--- config.mk ---
export PLATFORM = sky130hd
export DESIGN_NAME = stk_frame_receiver
export DESIGN_NICKNAME = d
export VERILOG_FILES = /design/src/hdl/stkr_pkg.sv /design/src/hdl/stkr_in_reg.sv /design/src/hdl/stkr_parser.sv /design/src/hdl/stkr_out_reg.sv /design/src/hdl/stk_frame_receiver.sv
export SDC_FILE = /design/constraint.sdc
export NUM_CORES = 1
export LEC_CHECK = 0
export BUFFER_PORTS_ARGS = -buffer_cell sky130_fd_sc_hd__buf_2
export CAP_MARGIN = 40
export CORE_UTILIZATION = 60
export DETAILED_ROUTE_END_ITERATION = 8
export PLACE_DENSITY_LB_ADDON = 0.25
export SYNTH_ARGS = -nofsm -noshare
export SYNTH_HDL_FRONTEND = slang
export SYNTH_SLANG_ARGS = --single-unit
export TNS_END_PERCENT = 20
--- constraint.sdc ---
create_clock -name clk -period 7 [get_ports clk]
set_input_delay 0 -clock clk [delete_from_list [all_inputs] [get_ports clk]]
set_output_delay 0 -clock clk [all_outputs]
set_load 0.1 [all_outputs]
--- src/hdl/stkr_pkg.sv ---
`timescale 1ns / 1ps
// Shared types and constants for the frame receiver.
package stkr_pkg;

  localparam int unsigned HEADER_PLUS_SUM = 6;   // start, sequence, length x2, token, checksum
  localparam int unsigned SEQ_POS         = 2;
  localparam int unsigned LENHI_POS       = 3;
  localparam int unsigned LEN_DONE_POS    = 4;
  localparam int unsigned TOKEN_DONE_POS  = 5;
  localparam int unsigned TOTAL_W         = 17;  // body length + header without wrap
  localparam int unsigned IDX_W           = 9;
  localparam logic [15:0] IDLE_MAX        = 16'hFFFF;

  localparam logic [7:0]  START_RESET     = 8'h1B;
  localparam logic [7:0]  TOKEN_RESET     = 8'h0E;
  localparam logic [15:0] TIMEOUT_RESET   = 16'd200;

  typedef enum logic [1:0] {
    CFG_START   = 2'd0,
    CFG_TOKEN   = 2'd1,
    CFG_TIMEOUT = 2'd2,
    CFG_NONE    = 2'd3
  } cfg_reg_t;

  typedef enum logic [2:0] {
    ST_TICK     = 3'd0,
    ST_TAKEN    = 3'd1,
    ST_GOOD     = 3'd2,
    ST_CKSUM    = 3'd3,
    ST_BADLEN   = 3'd4,
    ST_BADTOKEN = 3'd5,
    ST_OVERFLOW = 3'd6,
    ST_IGNORED  = 3'd7
  } status_t;

  typedef struct packed {
    logic       cmd;
    logic [7:0] data_byte;
  } item_t;

  typedef struct packed {
    status_t     status;
    logic [7:0]  echo_byte;
    logic [8:0]  byte_index;
    logic [7:0]  sequence_res;
    logic [15:0] body_length;
  } result_t;

  typedef struct packed {
    logic [7:0]  start_byte;
    logic [7:0]  token_byte;
    logic [15:0] timeout_ticks;
  } cfg_t;

endpackage

--- src/hdl/stkr_in_reg.sv ---
`timescale 1ns / 1ps
// Input register stage with stall back to the sender.
module stkr_in_reg import stkr_pkg::*; (
  input  logic  clk,
  input  logic  rst,
  input  logic  in_valid,
  output logic  in_stall,
  input  item_t in_item,
  input  logic  advance,
  output logic  item_valid,
  output item_t item
);

  // hold the registered item while the next stage cannot take it
  assign in_stall = item_valid && !advance;

  always_ff @(posedge clk) begin
    if (rst) begin
      item_valid <= 1'b0;
    end else if (!in_stall) begin
      item_valid <= in_valid;
    end
  end

  always_ff @(posedge clk) begin
    if (!in_stall && in_valid) begin
      item <= in_item;
    end
  end

endmodule

--- src/hdl/stkr_parser.sv ---
`timescale 1ns / 1ps
// Framing state and per-item decode of bytes and ticks.
module stkr_parser import stkr_pkg::*; #(
  parameter int unsigned FRAME_BYTES = 512
) (
  input  logic    clk,
  input  logic    rst,
  input  logic    fire,
  input  item_t   item,
  input  cfg_t    cfg,
  output result_t result
);

  localparam int unsigned PW = $clog2(FRAME_BYTES + 1);
  localparam int unsigned XW = (PW > IDX_W) ? PW : IDX_W;

  logic [PW-1:0]      frame_position, frame_position_next;
  logic [7:0]         running_xor, running_xor_next;
  logic [7:0]         frame_sequence, frame_sequence_next;
  logic [7:0]         length_high, length_high_next;
  logic [15:0]        body_len, body_len_next;
  logic [15:0]        idle_ticks, idle_ticks_next;

  logic [PW-1:0]      pos_eff;
  logic [PW-1:0]      pos_inc;
  logic [PW-1:0]      index;
  logic [XW-1:0]      index_x;
  logic [TOTAL_W-1:0] new_total;
  logic [TOTAL_W-1:0] cur_total;
  status_t            status;

  always_comb begin
    frame_position_next = frame_position;
    running_xor_next    = running_xor;
    frame_sequence_next = frame_sequence;
    length_high_next    = length_high;
    body_len_next       = body_len;
    idle_ticks_next     = idle_ticks;
    index               = '0;
    status              = ST_TICK;
    // a byte after the timeout starts over as if idle
    pos_eff   = (idle_ticks >= cfg.timeout_ticks) ? '0 : frame_position;
    pos_inc   = pos_eff + PW'(1);
    new_total = TOTAL_W'({length_high, item.data_byte}) + TOTAL_W'(HEADER_PLUS_SUM);
    cur_total = TOTAL_W'(body_len) + TOTAL_W'(HEADER_PLUS_SUM);

    if (item.cmd) begin
      if (idle_ticks != IDLE_MAX) begin
        idle_ticks_next = idle_ticks + 16'd1;
      end
    end else begin
      idle_ticks_next     = '0;
      frame_position_next = pos_eff;
      if (pos_eff == '0) begin
        if (item.data_byte == cfg.start_byte) begin
          frame_position_next = PW'(1);
          running_xor_next    = item.data_byte;
          frame_sequence_next = '0;
          length_high_next    = '0;
          body_len_next       = '0;
          status              = ST_TAKEN;
        end else begin
          status = ST_IGNORED;
        end
      end else if (pos_eff < PW'(FRAME_BYTES)) begin
        index               = pos_eff;
        frame_position_next = pos_inc;
        running_xor_next    = running_xor ^ item.data_byte;
        status              = ST_TAKEN;
        if (pos_inc == PW'(SEQ_POS)) begin
          frame_sequence_next = item.data_byte;
        end
        if (pos_inc == PW'(LENHI_POS)) begin
          length_high_next = item.data_byte;
        end
        priority if (pos_inc == PW'(LEN_DONE_POS)) begin
          body_len_next = {length_high, item.data_byte};
          if (new_total > TOTAL_W'(FRAME_BYTES)) begin
            frame_position_next = '0;
            status              = ST_BADLEN;
          end
        end else if (pos_inc == PW'(TOKEN_DONE_POS)) begin
          if (item.data_byte != cfg.token_byte) begin
            frame_position_next = '0;
            status              = ST_BADTOKEN;
          end
        end else if (pos_inc > PW'(LEN_DONE_POS) && TOTAL_W'(pos_inc) == cur_total) begin
          frame_position_next = '0;
          status = (running_xor_next == 8'd0) ? ST_GOOD : ST_CKSUM;
        end else begin
          status = ST_TAKEN;
        end
      end else begin
        index               = pos_eff;
        frame_position_next = '0;
        status              = ST_OVERFLOW;
      end
    end
  end

  assign index_x = XW'(index);

  always_comb begin
    if (item.cmd) begin
      result = '{status: ST_TICK, echo_byte: '0, byte_index: '0,
                 sequence_res: '0, body_length: '0};
    end else begin
      result = '{status: status, echo_byte: item.data_byte,
                 byte_index: index_x[IDX_W-1:0],
                 sequence_res: frame_sequence_next, body_length: body_len_next};
    end
  end

  always_ff @(posedge clk) begin
    if (rst) begin
      frame_position <= '0;
      running_xor    <= '0;
      frame_sequence <= '0;
      length_high    <= '0;
      body_len       <= '0;
      idle_ticks     <= '0;
    end else if (fire) begin
      frame_position <= frame_position_next;
      running_xor    <= running_xor_next;
      frame_sequence <= frame_sequence_next;
      length_high    <= length_high_next;
      body_len       <= body_len_next;
      idle_ticks     <= idle_ticks_next;
    end
  end

endmodule

--- src/hdl/stkr_out_reg.sv ---
`timescale 1ns / 1ps
// Result register toward the receiving side.
module stkr_out_reg import stkr_pkg::*; (
  input  logic    clk,
  input  logic    rst,
  input  logic    res_valid,
  input  result_t res,
  output logic    advance,
  output logic    out_valid,
  input  logic    out_stall,
  output result_t out_res
);

  // take a new result when empty or when the held one leaves this cycle
  assign advance = !out_valid || !out_stall;

  always_ff @(posedge clk) begin
    if (rst) begin
      out_valid <= 1'b0;
    end else if (advance) begin
      out_valid <= res_valid;
    end
  end

  always_ff @(posedge clk) begin
    if (advance && res_valid) begin
      out_res <= res;
    end
  end

endmodule

--- src/hdl/stk_frame_receiver.sv ---
`timescale 1ns / 1ps
// Top level of the frame receiver: config registers, input, parser and result stages.
// An item in the input register is decoded combinationally and captured into the result register
//   when the result stage can advance; the result register offers it on out_valid.
// Throughput: one item per cycle, bytes and ticks alike, while out_stall is low; a held result
//   stalls the input once the input register is full too (two items in flight).
// Reset: synchronous; clears framing state and valid flags, start 0x1B, token 0x0E, timeout 200.
module stk_frame_receiver import stkr_pkg::*; #(
  parameter int unsigned FRAME_BYTES = 512
) (
  input  logic        clk,
  input  logic        rst,
  input  logic        in_valid,
  output logic        in_stall,
  input  logic        cmd,
  input  logic [7:0]  data_byte,
  output logic        out_valid,
  input  logic        out_stall,
  output logic [2:0]  status,
  output logic [7:0]  echo_byte,
  output logic [8:0]  byte_index,
  output logic [7:0]  sequence_res,
  output logic [15:0] body_length,
  input  logic        cfg_valid,
  output logic        cfg_ready,
  input  logic [1:0]  cfg_index,
  input  logic [15:0] cfg_data
);

  cfg_t    cfg;
  item_t   in_item;
  item_t   item;
  logic    item_valid;
  logic    advance;
  result_t res;
  result_t out_res;

  assign cfg_ready = 1'b1;
  assign in_item   = '{cmd: cmd, data_byte: data_byte};

  always_ff @(posedge clk) begin
    if (rst) begin
      cfg.start_byte    <= START_RESET;
      cfg.token_byte    <= TOKEN_RESET;
      cfg.timeout_ticks <= TIMEOUT_RESET;
    end else if (cfg_valid && cfg_ready) begin
      unique case (cfg_reg_t'(cfg_index))
        CFG_START:   cfg.start_byte    <= cfg_data[7:0];
        CFG_TOKEN:   cfg.token_byte    <= cfg_data[7:0];
        CFG_TIMEOUT: cfg.timeout_ticks <= cfg_data;
        default: ;  // drop writes past the register list
      endcase
    end
  end

  stkr_in_reg u_in_reg (
    .clk        (clk),
    .rst        (rst),
    .in_valid   (in_valid),
    .in_stall   (in_stall),
    .in_item    (in_item),
    .advance    (advance),
    .item_valid (item_valid),
    .item       (item)
  );

  stkr_parser #(
    .FRAME_BYTES (FRAME_BYTES)
  ) u_parser (
    .clk    (clk),
    .rst    (rst),
    .fire   (item_valid && advance),
    .item   (item),
    .cfg    (cfg),
    .result (res)
  );

  stkr_out_reg u_out_reg (
    .clk       (clk),
    .rst       (rst),
    .res_valid (item_valid),
    .res       (res),
    .advance   (advance),
    .out_valid (out_valid),
    .out_stall (out_stall),
    .out_res   (out_res)
  );

  assign status       = out_res.status;
  assign echo_byte    = out_res.echo_byte;
  assign byte_index   = out_res.byte_index;
  assign sequence_res = out_res.sequence_res;
  assign body_length  = out_res.body_length;

endmodule
Word-level counts from Yosys, hierarchy flattened:

Index checks and enable logic that the tools add are counted.
W data, S select, Z words.

* bits in registers: 153
* input bits: 32

* add/subtract/negate cells: 4
* $lt $le $gt $ge: 4
* equal/unequal tests: 12
* reductions and logical operators: 22
* bitwise logic cells: 2
* muxes and demuxes: 37

Operators with widths (number)
* $mux W16: 7
* $mux W8: 12
* $mux W10: 9
* $add A16 B3 Y17 const B: 2
* $mux W3: 8
* $eq A10 B2 Y1 const B: 2
* $eq A10 B3 Y1 const B: 2
* $eq A10 B17 Y1: 1
* $gt A17 B10 Y1 const B: 1
* $add A16 B1 Y16 const B: 1
* $ge A16 B16 Y1: 1
* $ne A16 B16 Y1 const B: 1
* $add A10 B1 Y10 const B: 1
* $gt A10 B3 Y1 const B: 1
* $logic_not A10 Y1: 1
* $lt A10 B10 Y1 const B: 1
* $reduce_and A2 Y1: 5
* $eq A8 B8 Y1: 1
* $logic_not A8 Y1: 1
* $ne A8 B8 Y1: 1
* $xor A8 B8 Y8: 1
* $reduce_and A5 Y1: 1
* $logic_and A1 B1 Y1: 4
* $logic_not A1 Y1: 4
* 11 further kinds: 12

Longest topological paths before layout:

Gate-level depths: netlist (run 1).

* depth in word-level cells: 10
* gate-level depth with buffers: 21
* depth with buffers taken out: 18

By module:

Synthesis (run 1) repeated with hierarchy kept, for this count alone.

* cell total of the unflattened synthesis: 896
* area, all modules: 8056.5 µm²

By module, submodules not included
* stkr_parser: cells an instance 698, instances 1, area an instance 5004.8 µm²
* stk_frame_receiver: cells an instance 136, instances 1, area an instance 1371.3 µm²
* stkr_out_reg: cells an instance 49, instances 1, area an instance 1360.1 µm²
* stkr_in_reg: cells an instance 13, instances 1, area an instance 320.3 µm²

Worst setup path after synthesis (run 1):

No wires, ideal clock.

* path kind: reg2reg
* start point: reg u_out_reg.out_valid
* end point: reg u_parser.body_len[1]
* path buffers: 1
* slack: 1171 ps
* stages on the path, launching flop included: 7
* arrival time: 5712 ps
* cells stage by stage: dfxtp_1 a21boi_0 nand2b_1 a21o_1 and2b_1 buf_2 a22o_1

* cells in the longest elaborated chain, start to end: 3

Ends and longest elaborated chain
* from (decl): line stkr_out_reg.sv:9 `output logic out_valid,`
* from (signal assigned): line stkr_out_reg.sv:21 `out_valid <= res_valid;`
* $logic_not A1 Y1: line stkr_out_reg.sv:15 `assign advance = !out_valid || !out_stall;`
* $logic_or A1 B1 Y1: line stkr_out_reg.sv:15
* $logic_and A1 B1 Y1: line stk_frame_receiver.sv:72 `.fire (item_valid && advance),`
* via u_parser.fire: line stkr_parser.sv:8 `input logic fire,`
* to (signal assigned): line stkr_parser.sv:127 `body_len <= body_len_next;`
* to (decl): line stkr_parser.sv:21 `logic [15:0] body_len, body_len_next;`

The timed path passes the listed nets, and every way through them passes these cells.
A chain may end at the register's enable or synchronous reset.

Worst setup path in the final report (run 1):

* start point: reg, netlist name cfg[15]
* end point: reg u_parser.frame_sequence[5]

* cells in the longest elaborated chain, start to end: 8
* elaborated cells on any way between the ends: 10

Ends and longest elaborated chain
* $ge A16 B16 Y1 (*): line stkr_parser.sv:42 `pos_eff = (idle_ticks >= cfg.timeout_ticks) ? '0 : frame_position;`
* $mux W10 (*): line stkr_parser.sv:42
* via u_parser.pos_eff[0]: line stkr_parser.sv:24 `logic [PW-1:0] pos_eff;`
* $add A10 B1 Y10: line stkr_parser.sv:43 `pos_inc = pos_eff + PW'(1);`
* $eq A10 B2 Y1: line stkr_parser.sv:70 `if (pos_inc == PW'(SEQ_POS)) begin`
* $mux W8: line stkr_parser.sv:70
* $mux W8: line stkr_parser.sv:65 `end else if (pos_eff < PW'(FRAME_BYTES)) begin`
* $mux W8 (*): line stkr_parser.sv:54 `if (pos_eff == '0) begin`
* $mux W8 (*): line stkr_parser.sv:47 `if (item.cmd) begin`
* to (signal assigned): line stkr_parser.sv:125 `frame_sequence <= frame_sequence_next;`
* to (decl): line stkr_parser.sv:19 `logic [7:0] frame_sequence, frame_sequence_next;`

Mark *: on every way through the listed nets, which the timed path passes. The rest lies on a longest branch.

==> results.txt, run 1 <==
- Num CTS Buffers: 17
- TritonCTS built the clock tree.
- In this run the worst path has a maximum fanout of 10.
- Number of remaining DRC errors: 0
- The count of final hold-check violations came to 0.
- Cell with the largest stage delay on the worst path: sky130_fd_sc_hd__a21oi_1
- Via Count: 6,820
- The tool flagged a number of max-cap violations equal to 0.
- The worst setup path is captured at a register.
- Actual slew at the worst max-slew pin: 0.8936 ns
- Worst-case clock buffer depth: 2
* # fillers: 965
* Minimum clock period after layout: 5.229 ns
- CP startpoint kind: register
- The first global-routing pass estimated 31.10 mm of wire.
- CTS root buf: sky130_fd_sc_hd__clkbuf_16
- Final antenna diode count: 0
* Critical path class: reg2reg
- Number of global-route vias before repair: 6,180
- For this block, the initial DRC count from the detailed router was 616.
- Measured along the x axis, the die boundary spans 117.3 um.
* Ordered list of cells on the worst path: inv_1, ha_1, nand4_2, or3_4, a311oi_4, nor3_4, nand2_1, inv_1, ha_1, and4_4, nand2_2, xor2_1, o2111ai_1, o31ai_1, nand3_1, a21oi_1, nand2b_1, a21oi_1
* Data required time of the worst path: 7.28 ns
- Sinks on Clock Net: 153
* Number of instances in the synthesized netlist: 897
* Total Nets Final: 1,023
- The count of nets left with antenna violations once routing finished came out at 0.
- In this run the worst hold path is classified as in2reg.
- Setup repair after global routing left no endpoint under its margin.
- Final clock period utilization by the worst path: 74.70%
- The clock arrives with 0.009358 ns of skew.
- Crit path buf inv count: 2
* Library cells used by synthesis: 72
- The worst-case IR drop observed on VDD is 148.1 uV.
* Die height: 117.3 um
* Fin util: 72.34%
- H-Tree Level Count: 4
- Netlist area before placement: 7974 um^2
* Via/cell ratio: 5.915
- Synthesized area divided by synthesized cell count: 8.890 um^2
* GPL Wtd Cong: 0.9370
- Counting flops with a built-in enable in the synthesized netlist gives 53.
- Status: finished, final reports clean
* Pin count of the biggest net entering global routing: 74
- Global routing finished with a remaining overflow of 0.
- Die area: 13,750 um^2
- Row generation in the floorplan step produced 41 rows.
- In this run the static leakage power is 0.003409 uW.
* Dpl hpwl: 12.32 mm
- For this run, the top clock speed supported by timing is 191.2 MHz.
- Share of post-route cells with drive strength above 1: 13.76%
- Cell family with the largest share of critical-path delay: compound AO/OA/AOI/OAI gates
- During synthesis, Yosys emitted a total of 0 warnings.
* Mapped Nets: 952
- Summed over all layers, the routed wires come to 19.16 mm.
* Port Buf Inserts: 77
- Synth Flop Type: sky130_fd_sc_hd__dfxtp_1
- The first detailed-routing pass took 7 iterations.
* Proportion of synthesized chip area in sequential cells: 45.07%
- Post-route setup TNS: 0 ns
* Commonest non-fill, non-tap cell in the layout: sky130_fd_sc_hd__nand2_1
- 79 I/O pins were placed.
- For this design the ratio of total power to cell area is 222.1 nW/um^2.
- Setup slack on the critical path of the routed design comes to 1.771 ns.
- Timing analysis after detailed placement gives a worst setup slack of 1.841 ns.
* Slew Limit Headroom: 40.43%
- Fin. max-slew vios: 0
- Number of synthesized register bits: 153
* Synthesis-to-layout area growth: 15.88%
* Final count of negative-setup-slack endpoints: 0
- Antenna violations before repair: 0
* All-layer global routing usage: 29.83%
- Count of instances resized after the clock tree is built: 0
- Async set or reset register ratio after synthesis: 0%
- Once the floorplan was initialized, standard cells occupied 62.43% of the core.
- Largest incremental delay on the critical path: 0.57 ns
- Top library cells by usage in the layout, fill and taps aside: sky130_fd_sc_hd__nand2_1, sky130_fd_sc_hd__dfxtp_1, sky130_fd_sc_hd__a21oi_1
- Average detailed-routed wire length per instance: 16.62 um
* Data arrival time of the critical path: 5.51 ns
- The later pin in the worst-skew pair is clocked with a latency of 0.43 ns.
- Clock-pin slew of the registers on the worst-case setup and hold paths: 0.06 ns
- The region available for standard cell placement spans 12,770 um^2.
-- path summary, 6_finish.rpt --
path	from	end	cells after the start	slack, ns
worst max register to register	cfg[15]$_SDFFE_PP0P_	u_parser.frame_sequence[5]$_SDFFE_PP0P_	18	1.77
worst min-delay path	cfg_index[1]	cfg[29]$_SDFFE_PP0P_	5	0.13
worst max-delay path	cfg[15]$_SDFFE_PP0P_	u_parser.frame_sequence[5]$_SDFFE_PP0P_	18	1.77
worst min register to register	cfg[13]$_SDFFE_PP0P_	cfg[13]$_SDFFE_PP0P_	2	0.45
-- registers in the layout, summed over array words and instances, names as in the netlist, 8 cells and up --
signal / flops
u_out_reg.out_res: 44
cfg: 32
u_parser.body_len: 16
u_parser.idle_ticks: 16
u_parser.frame_position: 10
u_in_reg.item: 9
u_parser.frame_sequence: 8
u_parser.length_high: 8
u_parser.running_xor: 8
-- cell type report --
class                           count  area, um^2  area share (%)
Clock buffer                       17       425.4           4.604
Clock inverter                     15       143.9           1.557
Inverter                           31       116.4           1.259
Multi-Input combinational cell    653        4023           43.53
Sequential cell                   153        3593           38.89
Tap cell                          172       215.2           2.329
Timing Repair Buffer              112       723.2           7.827
-- cell usage after synthesis, types with 4 or more instances --
cell / n / area [um^2]
sky130_fd_sc_hd__nor2b_1: 16 / 100.1
sky130_fd_sc_hd__buf_4: 6 / 45.04
sky130_fd_sc_hd__nand4_1: 17 / 106.4
sky130_fd_sc_hd__nor3_1: 17 / 85.08
sky130_fd_sc_hd__and3_1: 9 / 56.30
sky130_fd_sc_hd__nand3b_1: 8 / 60.06
sky130_fd_sc_hd__o21ai_1: 5 / 25.02
sky130_fd_sc_hd__o21ai_0: 36 / 180.2
sky130_fd_sc_hd__xnor2_1: 32 / 280.3
sky130_fd_sc_hd__o32ai_1: 4 / 35.03
sky130_fd_sc_hd__buf_2: 4 / 20.02
sky130_fd_sc_hd__ha_1: 23 / 287.8
sky130_fd_sc_hd__and2_1: 7 / 43.79
sky130_fd_sc_hd__xor2_1: 29 / 254.0
sky130_fd_sc_hd__nand3_1: 46 / 230.2
sky130_fd_sc_hd__dfxtp_1: 100 / 2002
sky130_fd_sc_hd__nor2_1: 74 / 277.8
sky130_fd_sc_hd__nor4_1: 7 / 43.79
sky130_fd_sc_hd__nand2_1: 108 / 405.4
sky130_fd_sc_hd__a211o_1: 12 / 105.1
sky130_fd_sc_hd__or4_1: 10 / 75.07
sky130_fd_sc_hd__inv_1: 31 / 116.4
sky130_fd_sc_hd__buf_1: 5 / 18.77
sky130_fd_sc_hd__o2111ai_1: 4 / 35.03
sky130_fd_sc_hd__clkbuf_1: 45 / 168.9
sky130_fd_sc_hd__a22o_1: 15 / 131.4
sky130_fd_sc_hd__or3_1: 8 / 50.05
sky130_fd_sc_hd__nand2b_1: 15 / 93.84
sky130_fd_sc_hd__mux2i_1: 11 / 110.1
sky130_fd_sc_hd__o21a_1: 4 / 30.03
sky130_fd_sc_hd__or2_2: 4 / 25.02
sky130_fd_sc_hd__a21oi_1: 84 / 420.4
sky130_fd_sc_hd__edfxtp_1: 53 / 1592
-- metrics by stage --
stage | cells | cell area [um^2] | power [uW] | hold WS (ns)
after floorplan | 897 | 7974 | 1135 | 0.09887
after global placement | 1092 | 8378 | 1177 | 0.1782
after detailed placement | 1094 | 8401 | 1179 | 0.1787
after CTS | 1153 | 9240 | 2055 | 0.1227
after global routing | 1153 | 9240 | 2114 | 0.1840
final | 1153 | 9240 | 2053 | 0.1310
-- what timing repair did --
| item | in CTS | in global routing |
|---|---|---|
| endpoints found under the hold margin | 43 | 0 |
| hold buffers | 27 | 0 |
| setup buffers | 0 | 0 |
-- power by group --
group          total, uW  internal, uW  switching (uW)
clock                879           494             385
combinational        208          56.9             151
sequential           966           942            24.2
total               2050          1490             560
-- metal layers --
layer  up-vias  wire (um)  global-route usage [%]
li1       3317          -                       -
met1      3211       8505                   39.61
met2       253       8911                   46.82
met3        39       1233                   6.334
met4         0        510                   13.42
met5         -          0                       0
-- worst register-to-register path, stage by stage (launching register included) --
cell and delay, ns:
sky130_fd_sc_hd__dfxtp_1 0.33, sky130_fd_sc_hd__inv_1 0.05, sky130_fd_sc_hd__ha_1 0.32, sky130_fd_sc_hd__nand4_2 0.11, sky130_fd_sc_hd__or3_4 0.44, sky130_fd_sc_hd__a311oi_4 0.40
sky130_fd_sc_hd__nor3_4 0.15, sky130_fd_sc_hd__nand2_1 0.18, sky130_fd_sc_hd__inv_1 0.11, sky130_fd_sc_hd__ha_1 0.30, sky130_fd_sc_hd__and4_4 0.24, sky130_fd_sc_hd__nand2_2 0.09
sky130_fd_sc_hd__xor2_1 0.37, sky130_fd_sc_hd__o2111ai_1 0.30, sky130_fd_sc_hd__o31ai_1 0.49, sky130_fd_sc_hd__nand3_1 0.39, sky130_fd_sc_hd__a21oi_1 0.57, sky130_fd_sc_hd__nand2b_1 0.18
sky130_fd_sc_hd__a21oi_1 0.06
-- logic make-up after synthesis --
| family | share of synthesized area (%) |
|---|---|
| adders and majority gates | 3.609 |
| xor gates and xnor gates | 6.700 |
| muxes | 1.381 |
| other | 0.04703 |
| and+or+nand+nor | 22.93 |
| buffers and inverters | 4.629 |
| DFF | 45.07 |
| AOI/OAI and AO/OA | 15.64 |
(Power assumes the default switching activity.)
==> run 2: changes to the inputs <==
--- a/config.mk
+++ b/config.mk
@@ -7,7 +7,7 @@
 export LEC_CHECK = 0
 export BUFFER_PORTS_ARGS = -buffer_cell sky130_fd_sc_hd__buf_2
 export CAP_MARGIN = 40
-export CORE_UTILIZATION = 60
+export CORE_UTILIZATION = 54
 export DETAILED_ROUTE_END_ITERATION = 8
 export PLACE_DENSITY_LB_ADDON = 0.25
 export SYNTH_ARGS = -nofsm -noshare
==> constraint.sdc (replaced) <==
create_clock -name clk -period 4.5 [get_ports clk]
set_input_delay 0 -clock clk [delete_from_list [all_inputs] [get_ports clk]]
set_output_delay 0 -clock clk [all_outputs]
set_load 0.1 [all_outputs]
==> results.txt, run 2 (synthesized netlist as in run 1, its figures left out) <==
- The count of TritonRoute iterations in the first routing pass was 5 (-2).
* Number of remaining DRC errors: 0 (unchanged)
- Maximum fanout along the worst path: 6 (-4)
- Cell-internal power: 2412 uW (+62%)
* Number of global-route vias before repair: 6,077 (-1.7%)
- Setup clock skew after layout: 0.01080 ns (+0.001439 ns)
- The delay contributed by the slowest stage of the critical path was 0.58 ns (about the same).
- The maximum number of pins on one net before global-route repair is 73 (-1.4%).
- Total wire length: 20.14 mm (+5.1%)
* Total overflow reported by the global router: 0 (unchanged)
- R2R setup slack: 0.12 ns (-1.65 ns)
- The aggregate negative setup slack came to 0 ns (unchanged).
- The filler-free cell count of the finished design came to 1,192 (+3.4%).
* Final clock period utilization by the worst path: 97.23% (+23 points)
- The peak supply drop came to 284.7 uV (+92%).
- The mean routed wirelength per cell came to 16.90 um (+1.7%).
- Starting DRC count in detailed routing: 705 (+14%)
- Launch point of the worst hold path: rst
* Number of flip-flops under the largest register name: 44 (unchanged)
- Antenna viol nets, final: 0 (unchanged)
- Dpl hpwl: 13.12 mm (+6.5%)
* Ports placed on the boundary: 79 (unchanged)
- The setup slack at placement was -0.02632 ns (-1.868 ns).
- The actual transition at the worst max-transition pin came to 0.7804 ns (-0.1132 ns).
- The worst register-to-register path begins at u_parser.idle_ticks[12]$_SDFFE_PP0P_.
- The total of endpoints with negative setup slack in the final report came to 0 (unchanged).
- From synthesis to final layout, the design area changed by 21.23%.
* Net switching power: 868.6 uW (+55%)
* Total Nets Final: 1,050 (+2.6%)
- The required time of the critical path is 4.82 ns (-2.46 ns).
- Fin. max-slew vios: 0 (unchanged)
- CP startpoint kind: register
- The core outline area came to 14,480 um^2 (+13%).
* Die height: 123.5 um (+5.3%)
- The final RePlAce weighted congestion was 0.9058 (-3.3%).
* Via/cell ratio: 5.879 (-0.61%)
- Top library cells by usage in the layout, fill and taps aside: sky130_fd_sc_hd__nand2_1, sky130_fd_sc_hd__dfxtp_1, sky130_fd_sc_hd__a21oi_1
- Die area: 15,260 um^2 (+11%)
- Antenna violations before repair: 0 (unchanged)
- The run finished with clean final reports.
- The later-pin clock latency in the skew report was 0.44 ns (about the same).
- Total instance count after detailed placement: 1,130 (+3.3%)
- Number of max-cap violations: 0 (unchanged)
* Die boundary width: 123.5 um (+5.3%)
* H-Tree Level Count: 4 (unchanged)
* All-layer global routing usage: 26.97% (-2.9 points)
* Final antenna diode count: 0 (unchanged)
- Largest regs: u_out_reg.out_res: 44 flops, cfg: 32 flops
- The quantity of I/O buffers inserted on ports was 77 (unchanged).
- Power density of the placed cells: 339.3 nW/um^2 (+53%)
- The cell that appears most often on the critical path is sky130_fd_sc_hd__buf_4.
- WHS Endpoint: u_parser.frame_position[8]$_SDFFE_PP0P_
- Critical path class: reg2reg
- Share of total power consumed by net switching: 26.48% (-0.78 points)
* Number of endpoints with negative hold slack in the final report: 0 (unchanged)
- In this run the clock root is driven by a sky130_fd_sc_hd__clkbuf_16.
- The number of clock sinks came to 153 (unchanged).
- Highest attainable clock frequency: 228.5 MHz (+20%)
* CTS tree: done
* Setup crit end kind: register
- The library cell used most frequently in the layout, excluding fill and tap cells, is sky130_fd_sc_hd__nand2_1.
- The combinational share of power is 10.6% (+0.5 points).
- The final non-filler cell area came to 9667 um^2 (+4.6%).
- The logic depth of the worst register-to-register path is 18 (unchanged).
- Ordered list of cells on the worst path: ha_4, nand4_4, or3_4, a311oi_4, nor3_4, nand2_1, inv_1, ha_1, buf_4, nand3_1, xnor2_1, or4_4, o21ai_4, o311ai_4, buf_4, nor4_4, nor3_1, a221o_1
- The worst register-to-register path ends at u_parser.frame_position[6]$_SDFFE_PP0P_.
- Crit path buf inv count: 3 (+1)
- Initial core utilization: 55.07% (-7.4 points)
- Wire length of the first global-routing pass: 31.04 mm (-0.20%)
* Clock-pin slew of the registers on the worst-case setup and hold paths: 0.06 ns (about the same)
- The relative slew slack is 47.97% (+7.5 points).
* Final total power: 3280 uW (+60%)
- The path class of the tightest hold or removal check is in2reg.
- The endpoint arrival time on the critical path was 4.69 ns (-0.82 ns).
- Placed inst area: 8601 um^2 (+2.4%)
- The clock period minus worst slack came to 4.375 ns (-0.8535 ns).
- The fraction of power consumed by the clock network came to 43.9% (+1.1 points).
* Count of cells along the worst hold path: 5 (unchanged)
- Cell family with the largest share of critical-path delay: simple AND/OR/NAND/NOR gates
- The share of power burned in registers is 45.6% (-1.5 points).
- Register name with the most flops: u_out_reg.out_res
- Final critical-path setup slack: 0.1246 ns (-1.646 ns)
- The total number of vias is 7,008 (+2.8%).
* Total leakage power: 0.003592 uW (+5.4%)
- Cell with the largest stage delay on the worst path: sky130_fd_sc_hd__or4_4
* Site Rows: 44 (+7.3%)
- Worst-case clock buffer depth: 2 (unchanged)
* Share of post-route cells with drive strength above 1: 17.66% (+3.9 points)
- The number of clock buffers inserted by TritonCTS was 17 (unchanged).
run 2: timing repair:
| action | 4_1_cts | 5_1_grt |
|---|---|---|
| pin swaps | 0 | 7 |
| endpoints found under the hold margin | 43 | 0 |
| gates resized for setup | 1 | 23 |
| gates cloned | 0 | 1 |
| setup buffers | 0 | 2 |
| setup endpoints to repair | 2 | 43 |
| hold buffers | 27 | 0 |
run 2: layout make-up:
class / instances / area [um^2]
Clock buffer: 19 / 452.9
Timing Repair Buffer: 138 / 923.4
Tap cell: 184 / 230.2
Fill cell: 1165 / 4812
Multi-Input combinational cell: 654 / 4204
Sequential cell: 153 / 3595
Inverter: 31 / 116.4
Clock inverter: 13 / 145.1
run 2: worst min-delay path: cells and delay by family:
kind	cells	cell delay, ns
simple gates	3	0.34
buf+inv	1	0.09
compound gates	1	0.08
run 2: per-stage QoR:
stage	util [%]	hold slack (ns)
2_1_floorplan	-	0.09887
3_3_place_gp	59.26	0.1772
3_5_place_dp	59.40	0.1781
4_1_cts	65.45	0.1091
5_1_grt	66.76	0.1567
6_report	66.76	0.1287
run 2: worst max path at each step:
stage	from	end	slack, ns	depth (start not counted)
finish	u_parser.idle_ticks[12]$_SDFFE_PP0P_	u_parser.frame_position[6]$_SDFFE_PP0P_	0.12	18
floorplan	cfg[14]$_SDFFE_PP0P_	u_parser.frame_position[9]$_SDFFE_PP0P_	0.10	19
CTS	cfg[15]$_SDFFE_PP0P_	u_out_reg.out_res[41]$_SDFFCE_PP0P_	0.09	20
global placement	cfg[14]$_SDFFE_PP0P_	u_parser.frame_position[5]$_SDFFE_PP0P_	0.19	17
global route	u_parser.idle_ticks[12]$_SDFFE_PP0P_	u_parser.frame_position[4]$_SDFFE_PP0P_	-0.04	17
detailed placement	cfg[15]$_SDFFE_PP0P_	u_parser.frame_position[5]$_SDFFE_PP0P_	-0.03	17
run 2: power groups by stage:
stage / clock network [uW] / logic [uW] / registers, uW
6_report: 1440 / 346 / 1490
5_1_grt: 1510 / 370 / 1500
4_1_cts: 1450 / 340 / 1490
3_5_place_dp: 0 / 320 / 1520
3_3_place_gp: 0 / 314 / 1520
2_1_floorplan: 0 / 136 / 1630
run 2: routing by layer:
metal  global-route usage, %  vias to the layer above  wire (um)
met5                       0                        -          0
met4                   9.337                        0        395
met3                   5.812                       42       1370
met2                   42.98                      285       9450
met1                   36.12                     3309       8927
li1                        -                     3372          -
